==> src/hw/rtl/sli_pkg.sv <==
// Package for the sorted list block: payload structs, opcode and status codes,
// and the control bundle that the top level broadcasts to every cell.
// No dependencies.
package sli_pkg;

  localparam int unsigned ENTRY_W   = 32;
  localparam int unsigned DEPTH_DEF = 16;
  localparam int unsigned COUNT_W   = 5;

  typedef logic signed [ENTRY_W-1:0] entry_t;

  typedef enum logic [1:0] {
    OP_INSERT     = 2'd0,
    OP_REMOVE_MIN = 2'd1,
    OP_REMOVE_MAX = 2'd2,
    OP_REMOVE_KEY = 2'd3
  } opcode_t;

  typedef enum logic [1:0] {
    ST_OK    = 2'd0,
    ST_EMPTY = 2'd1,
    ST_FULL  = 2'd2,
    ST_NOKEY = 2'd3
  } status_t;

  typedef struct packed {
    opcode_t opcode;
    entry_t  value;
  } in_item_t;

  typedef struct packed {
    status_t            status;
    logic [COUNT_W-1:0] entry_count;
    entry_t             removed_value;
    entry_t             smallest_value;
    entry_t             largest_value;
  } out_item_t;

  // Broadcast to all cells in the cycle an item is transferred.
  typedef struct packed {
    logic   ins_en;
    logic   del_min_en;
    logic   del_key_en;
    entry_t key;
  } cell_ctrl_t;

endpackage

==> src/hw/rtl/sorted_list_insert_delete.sv <==
// Sorted list priority queue built as a chain of DEPTH cells.
// A result is formed in order: the cells update on the input transfer, then
// the end values are gathered into the output register.
// One item at a time: the next input is taken in the cycle the pending result
// is transferred, not before. All cells of the row update together.
// Reset (synchronous, rst_n low) empties the list and drops any pending result.
module sorted_list_insert_delete #(
  parameter int unsigned DEPTH = sli_pkg::DEPTH_DEF
) (
  input  logic               clk,
  input  logic               rst_n,
  input  logic               in_valid,
  output logic               in_ready,
  input  sli_pkg::in_item_t  in_data,
  output logic               out_valid,
  input  logic               out_ready,
  output sli_pkg::out_item_t out_data
);
  import sli_pkg::*;

  localparam int unsigned CW    = $clog2(DEPTH + 1);
  localparam int unsigned CNT_W = (CW > COUNT_W) ? CW : COUNT_W;

  logic [CNT_W-1:0] count_r, count_nxt;
  logic             pend_r;
  logic             out_valid_r;
  status_t          status_r, status_nxt;
  entry_t           removed_r, removed_nxt;
  out_item_t        out_r;

  cell_ctrl_t       ctrl;
  entry_t           cell_value [DEPTH];
  entry_t           cell_last  [DEPTH];
  logic [DEPTH-1:0] lt_vec;
  logic [DEPTH-1:0] eq_vec;
  entry_t           largest;
  logic             in_fire;
  logic             full;
  logic             empty;
  logic             found;

  assign in_ready = !pend_r && (!out_valid_r || out_ready);
  assign in_fire  = in_valid && in_ready;
  assign full     = (count_r >= CNT_W'(DEPTH));
  assign empty    = (count_r == '0);
  assign found    = |eq_vec;

  assign ctrl.key        = in_data.value;
  assign ctrl.ins_en     = in_fire && (in_data.opcode == OP_INSERT) && !full;
  assign ctrl.del_min_en = in_fire && (in_data.opcode == OP_REMOVE_MIN) && !empty;
  assign ctrl.del_key_en = in_fire && (in_data.opcode == OP_REMOVE_KEY) && !empty && found;

  for (genvar i = 0; i < DEPTH; i++) begin : g_cell
    entry_t left_v;
    entry_t right_v;
    logic   left_l;

    if (i == 0) begin : g_first
      assign left_v = '0;
      assign left_l = 1'b1;
    end else begin : g_mid
      assign left_v = cell_value[i-1];
      assign left_l = lt_vec[i-1];
    end

    if (i == DEPTH - 1) begin : g_last
      assign right_v = '0;
    end else begin : g_inner
      assign right_v = cell_value[i+1];
    end

    sli_cell #(
      .IDX   (i),
      .CNT_W (CNT_W)
    ) u_cell (
      .clk         (clk),
      .count       (count_r),
      .ctrl        (ctrl),
      .left_value  (left_v),
      .left_lt     (left_l),
      .right_value (right_v),
      .lt          (lt_vec[i]),
      .eq          (eq_vec[i]),
      .value       (cell_value[i]),
      .last_value  (cell_last[i])
    );
  end

  // Only the cell at count-1 drives a nonzero word, so an OR picks it out.
  always_comb begin
    largest = '0;
    for (int i = 0; i < DEPTH; i++) begin
      largest = largest | cell_last[i];
    end
  end

  always_comb begin
    status_nxt  = ST_OK;
    removed_nxt = '0;
    count_nxt   = count_r;
    case (in_data.opcode)
      OP_INSERT: begin
        if (full) begin
          status_nxt = ST_FULL;
        end else begin
          count_nxt = count_r + 1'b1;
        end
      end
      OP_REMOVE_MIN: begin
        if (empty) begin
          status_nxt = ST_EMPTY;
        end else begin
          removed_nxt = cell_value[0];
          count_nxt   = count_r - 1'b1;
        end
      end
      OP_REMOVE_MAX: begin
        if (empty) begin
          status_nxt = ST_EMPTY;
        end else begin
          removed_nxt = largest;
          count_nxt   = count_r - 1'b1;
        end
      end
      OP_REMOVE_KEY: begin
        if (empty) begin
          status_nxt = ST_EMPTY;
        end else if (!found) begin
          status_nxt = ST_NOKEY;
        end else begin
          removed_nxt = in_data.value;
          count_nxt   = count_r - 1'b1;
        end
      end
      default: begin
        status_nxt = ST_OK;
      end
    endcase
  end

  always_ff @(posedge clk) begin
    if (!rst_n) begin
      count_r     <= '0;
      pend_r      <= 1'b0;
      out_valid_r <= 1'b0;
    end else begin
      if (in_fire) begin
        count_r <= count_nxt;
      end
      pend_r <= in_fire;
      if (pend_r) begin
        out_valid_r <= 1'b1;
      end else if (out_ready) begin
        out_valid_r <= 1'b0;
      end
    end
  end

  always_ff @(posedge clk) begin
    if (in_fire) begin
      status_r  <= status_nxt;
      removed_r <= removed_nxt;
    end
    if (pend_r) begin
      out_r.status         <= status_r;
      out_r.entry_count    <= count_r[COUNT_W-1:0];
      out_r.removed_value  <= removed_r;
      out_r.smallest_value <= (count_r == '0) ? '0 : cell_value[0];
      out_r.largest_value  <= largest;
    end
  end

  assign out_valid = out_valid_r;
  assign out_data  = out_r;

endmodule

==> src/hw/rtl/sli_cell.sv <==
// One storage cell of the sorted list: holds one value and moves it left or
// right together with its neighbors. Depends on sli_pkg.
module sli_cell #(
  parameter int unsigned IDX   = 0,
  parameter int unsigned CNT_W = 5
) (
  input  logic               clk,
  input  logic [CNT_W-1:0]   count,
  input  sli_pkg::cell_ctrl_t ctrl,
  input  sli_pkg::entry_t    left_value,
  input  logic               left_lt,
  input  sli_pkg::entry_t    right_value,
  output logic               lt,
  output logic               eq,
  output sli_pkg::entry_t    value,
  output sli_pkg::entry_t    last_value
);
  import sli_pkg::*;

  entry_t value_r;
  entry_t value_nxt;
  logic   occ;
  logic   is_last;

  assign occ     = (count > CNT_W'(IDX));
  assign is_last = (count == CNT_W'(IDX + 1));

  assign lt = occ && (value_r < ctrl.key);
  assign eq = occ && (value_r == ctrl.key);

  assign value      = value_r;
  assign last_value = is_last ? value_r : '0;

  // The store is ascending, so every cell below the insert or delete point
  // sees lt high and keeps its value; the rest shift by one place.
  always_comb begin
    value_nxt = value_r;
    if (ctrl.ins_en) begin
      if (!lt) begin
        value_nxt = left_lt ? ctrl.key : left_value;
      end
    end else if (ctrl.del_min_en) begin
      value_nxt = right_value;
    end else if (ctrl.del_key_en) begin
      if (!lt) begin
        value_nxt = right_value;
      end
    end
  end

  always_ff @(posedge clk) begin
    value_r <= value_nxt;
  end

endmodule

==> config.mk <==
export PLATFORM = sky130hd
export DESIGN_NAME = sorted_list_insert_delete
export DESIGN_NICKNAME = d
export VERILOG_FILES = /design/src/hw/rtl/sli_pkg.sv /design/src/hw/rtl/sorted_list_insert_delete.sv /design/src/hw/rtl/sli_cell.sv
export SDC_FILE = /design/constraint.sdc
export NUM_CORES = 2
export LEC_CHECK = 0
export CORE_MARGIN = 4
export CORE_UTILIZATION = 50
export DETAILED_ROUTE_END_ITERATION = 7
export DONT_BUFFER_PORTS = 1
export PLACE_DENSITY = 0.69
export SETUP_SLACK_MARGIN = 0.2
export SYNTH_ARGS = -nofsm -noshare
export SYNTH_HDL_FRONTEND = slang
export SYNTH_SLANG_ARGS = --single-unit
==> constraint.sdc <==
create_clock -name clk -period 8.3 [get_ports clk]
set_input_delay 0.415 -clock clk [delete_from_list [all_inputs] [get_ports clk]]
set_output_delay 0.415 -clock clk [all_outputs]
set_load 0.02 [all_outputs]
==> results.txt <==
largest net degree at the start of global routing -> 186
Post-DP HPWL -> 137,000 um
first-pass GRT wire length -> 283,000 um
sequential standard cell area -> 19,600 sq um
worst slew pin tran -> 1510 ps
top area cells in the synthesized netlist -> edfxtp_1 43%, ha_1 14%, mux2i_1 5.9%
initial core utilization -> 0.507
CTS hold repair buffers -> 16
Max Transition Viols Final -> 2
status -> finished with violations
Clock Skew -> 24.8 ps
Worst Path Max Fanout -> 18
CP startpoint kind -> flop
DRT Pass-1 Iters -> 8
Layout area overhead -> 8.78%
YS warnings -> 0
vias in the first global route -> 37,534
Cell variety after synth -> 77
synthesized instance count -> 4,478
Avg Cell Area, Syn -> 10.1 sq um
Final Cycle Share -> 0.710
total congestion overflow -> 0
GP Congestion -> 1.05
endpoint type of the worst setup path -> flop
synthesized flop and latch total -> 656
Multi-input gate area -> 24,300 sq um
die area -> 95,200 sq um
dpl ws -> 2590 ps
Skew-Pair Late Insertion Delay -> 670 ps
final worst slack -> 2410 ps
Routed wire per std cell -> 36.4 um
most frequent cell after synthesis -> edfxtp_1
Ports -> 143
HP Class -> input port to flop
number of routed nets with antenna violations -> 0
Worst slew margin -> -0.0336
Fin. Hold Viols -> 0
Mapped Area -> 45,200 sq um
Resize count post-CTS -> 0
post-layout util -> 0.552
H-tree Lvls -> 3
top cells by count, synth -> 649 x edfxtp_1, 558 x nand2_1, 522 x ha_1, 478 x a21oi_1, 276 x nor2_1
CTS Root Cell -> clkbuf_16
crit path DAT -> 6180 ps
Max Clk Rate -> 0.170 GHz
top-area cell type share of the netlist area -> 0.432
Reg clk slew, reported paths -> 60 ps
Die Y -> 309 um
number of max-cap violations -> 1
setup_tns -> 0 ps
Pleak -> 18.5 nW
die width -> 309 um
number of vias per cell -> 7.34
CP Class -> flop to flop
unrepaired setup endpoints after global routing -> no
Tmin final -> 5890 ps
Peak VDD IR -> 0.155 mV
sequential share of the synthesized area -> 0.435
initial antenna violation count -> 7
Port Buffers -> 0
Async SR Flop Fraction -> 0
DRT iter0 DRCs -> 7,906
CTS Buf Count -> 78
drt total wl -> 203,000 um
row cnt -> 109
CORE AREA -> 89,100 sq um
failing checks -> DRC, capacitance limit, slew limit
clk sinks -> 656
final setup fails -> 0
NumNets Final -> 4,917
Critical Path RT -> 8590 ps
clk buf depth -> 3
leading area contributor after synthesis -> edfxtp_1
Synth Flop Type -> edfxtp_1
number of synthesized flops with an enable pin -> 649
Total GRT Usage -> 0.415
fill count -> 7,695
Power, Total -> 10.0 mW
Syn Nets -> 5,038
DRC Markers -> 5
Pwr Density -> 204 nW/um^2
CTS tree -> yes
share of layout cells above drive strength 1 -> 0.0654
Via Count -> 40,968
total setup buffers inserted after CTS -> 0
-- worst max-delay path: stages (launching register included) --
cell and delay, ps:
dfxtp_1 770, inv_1 240, ha_1 300, o21bai_1 360, a2111oi_0 1080, nand4_1 200
o2111ai_1 210, nor4_4 130, nor2_4 160, o31ai_4 70, buf_4 320, a21oi_4 1040
buf_4 590
-- routing by layer --
| metal | share of wire | vias up | global-route usage |
|---|---|---|---|
| met3 | 0.15 | 744 | 0.126 |
| li1 | - | 17141 | - |
| met4 | 0.069 | 10 | 0.234 |
| met2 | 0.41 | 3589 | 0.587 |
| met1 | 0.38 | 19484 | 0.568 |
| met5 | 0.00032 | - | 0 |
-- path summary, 6_finish.rpt --
kind                                              start                              endpoint  slack, ps  depth (start not counted)
worst min-delay path                         in_data[5]   g_cell[7].u_cell.value[5]$_DFFE_PP_         20                          2
worst max-delay path            count_r[1]$_SDFFE_PN0P_  g_cell[7].u_cell.value[30]$_DFFE_PP_       2410                         12
worst max register to register  count_r[1]$_SDFFE_PN0P_  g_cell[7].u_cell.value[30]$_DFFE_PP_       2410                         12
worst min register to register   removed_r[4]$_DFFE_PP_                out_data[68]$_DFFE_PP_        420                          0
-- flip-flops by register name, indices dropped and copies added (netlist names) --
name,count
pend_r,1
status_r,2
g_cell.u_cell.value,512
count_r,5
removed_r,32
out_valid,1
out_data,103
-- where the power goes --
| group | leakage [nW] | switching, mW | total [mW] | internal [mW] |
|---|---|---|---|---|
| logic | 11.2 | 1.52 | 2.16 | 0.641 |
| clock network | 1.28 | 1.50 | 3.62 | 2.12 |
| registers | 6.03 | 0.290 | 4.23 | 3.94 |
| total | 18.5 | 3.32 | 10.0 | 6.69 |
-- per-stage QoR --
step,hold WS (ps),std cells,cell area (sq um)
final,23.9,5584,49100
after global routing,19.7,5583,49100
after CTS,0.0174,5583,49100
after detailed placement,405,5426,46400
after global placement,401,5426,46400
after floorplan,400,4478,45200
-- area by class of cell --
class | count | area share
repair buffers | 106 | 0.0180
flip-flops and latches | 656 | 0.400
inverters | 74 | 0.00565
clock inverters | 55 | 0.0122
well taps | 1165 | 0.0297
multi-input cells | 3441 | 0.494
diodes | 1 | 0.0000509
clock buffers | 86 | 0.0408
-- layout by cell type, fill, tap and decap left out, types with 24 or more instances in the layout --
| master | netlist | layout |
|---|---|---|
| a21o_1 | 56 | 56 |
| a21oi_1 | 478 | 467 |
| a221oi_1 | 33 | 33 |
| a222oi_1 | 59 | 59 |
| a22o_1 | 24 | 24 |
| a22oi_1 | 145 | 144 |
| and2_1 | 39 | 33 |
| and3_1 | 28 | 24 |
| buf_4 | 16 | 86 |
| clkbuf_16 | 0 | 79 |
| edfxtp_1 | 649 | 649 |
| ha_1 | 522 | 520 |
| inv_1 | 73 | 73 |
| mux2i_1 | 265 | 258 |
| nand2_1 | 558 | 558 |
| nand3_1 | 177 | 176 |
| nand4_1 | 190 | 190 |
| nor2_1 | 276 | 270 |
| nor2b_1 | 29 | 29 |
| o211ai_1 | 176 | 176 |
| o21ai_0 | 153 | 153 |
| o21ai_1 | 30 | 30 |
-- logic make-up after synthesis --
kind of cell	count (synthesis)	share of synthesized area
mux	271	0.0606
flops	656	0.435
compound gates	1256	0.180
xor+xnor	2	0.000388
simple gates	1390	0.144
fa+ha+maj	522	0.145
buf+inv	381	0.0360
(Power assumes the default switching activity.)
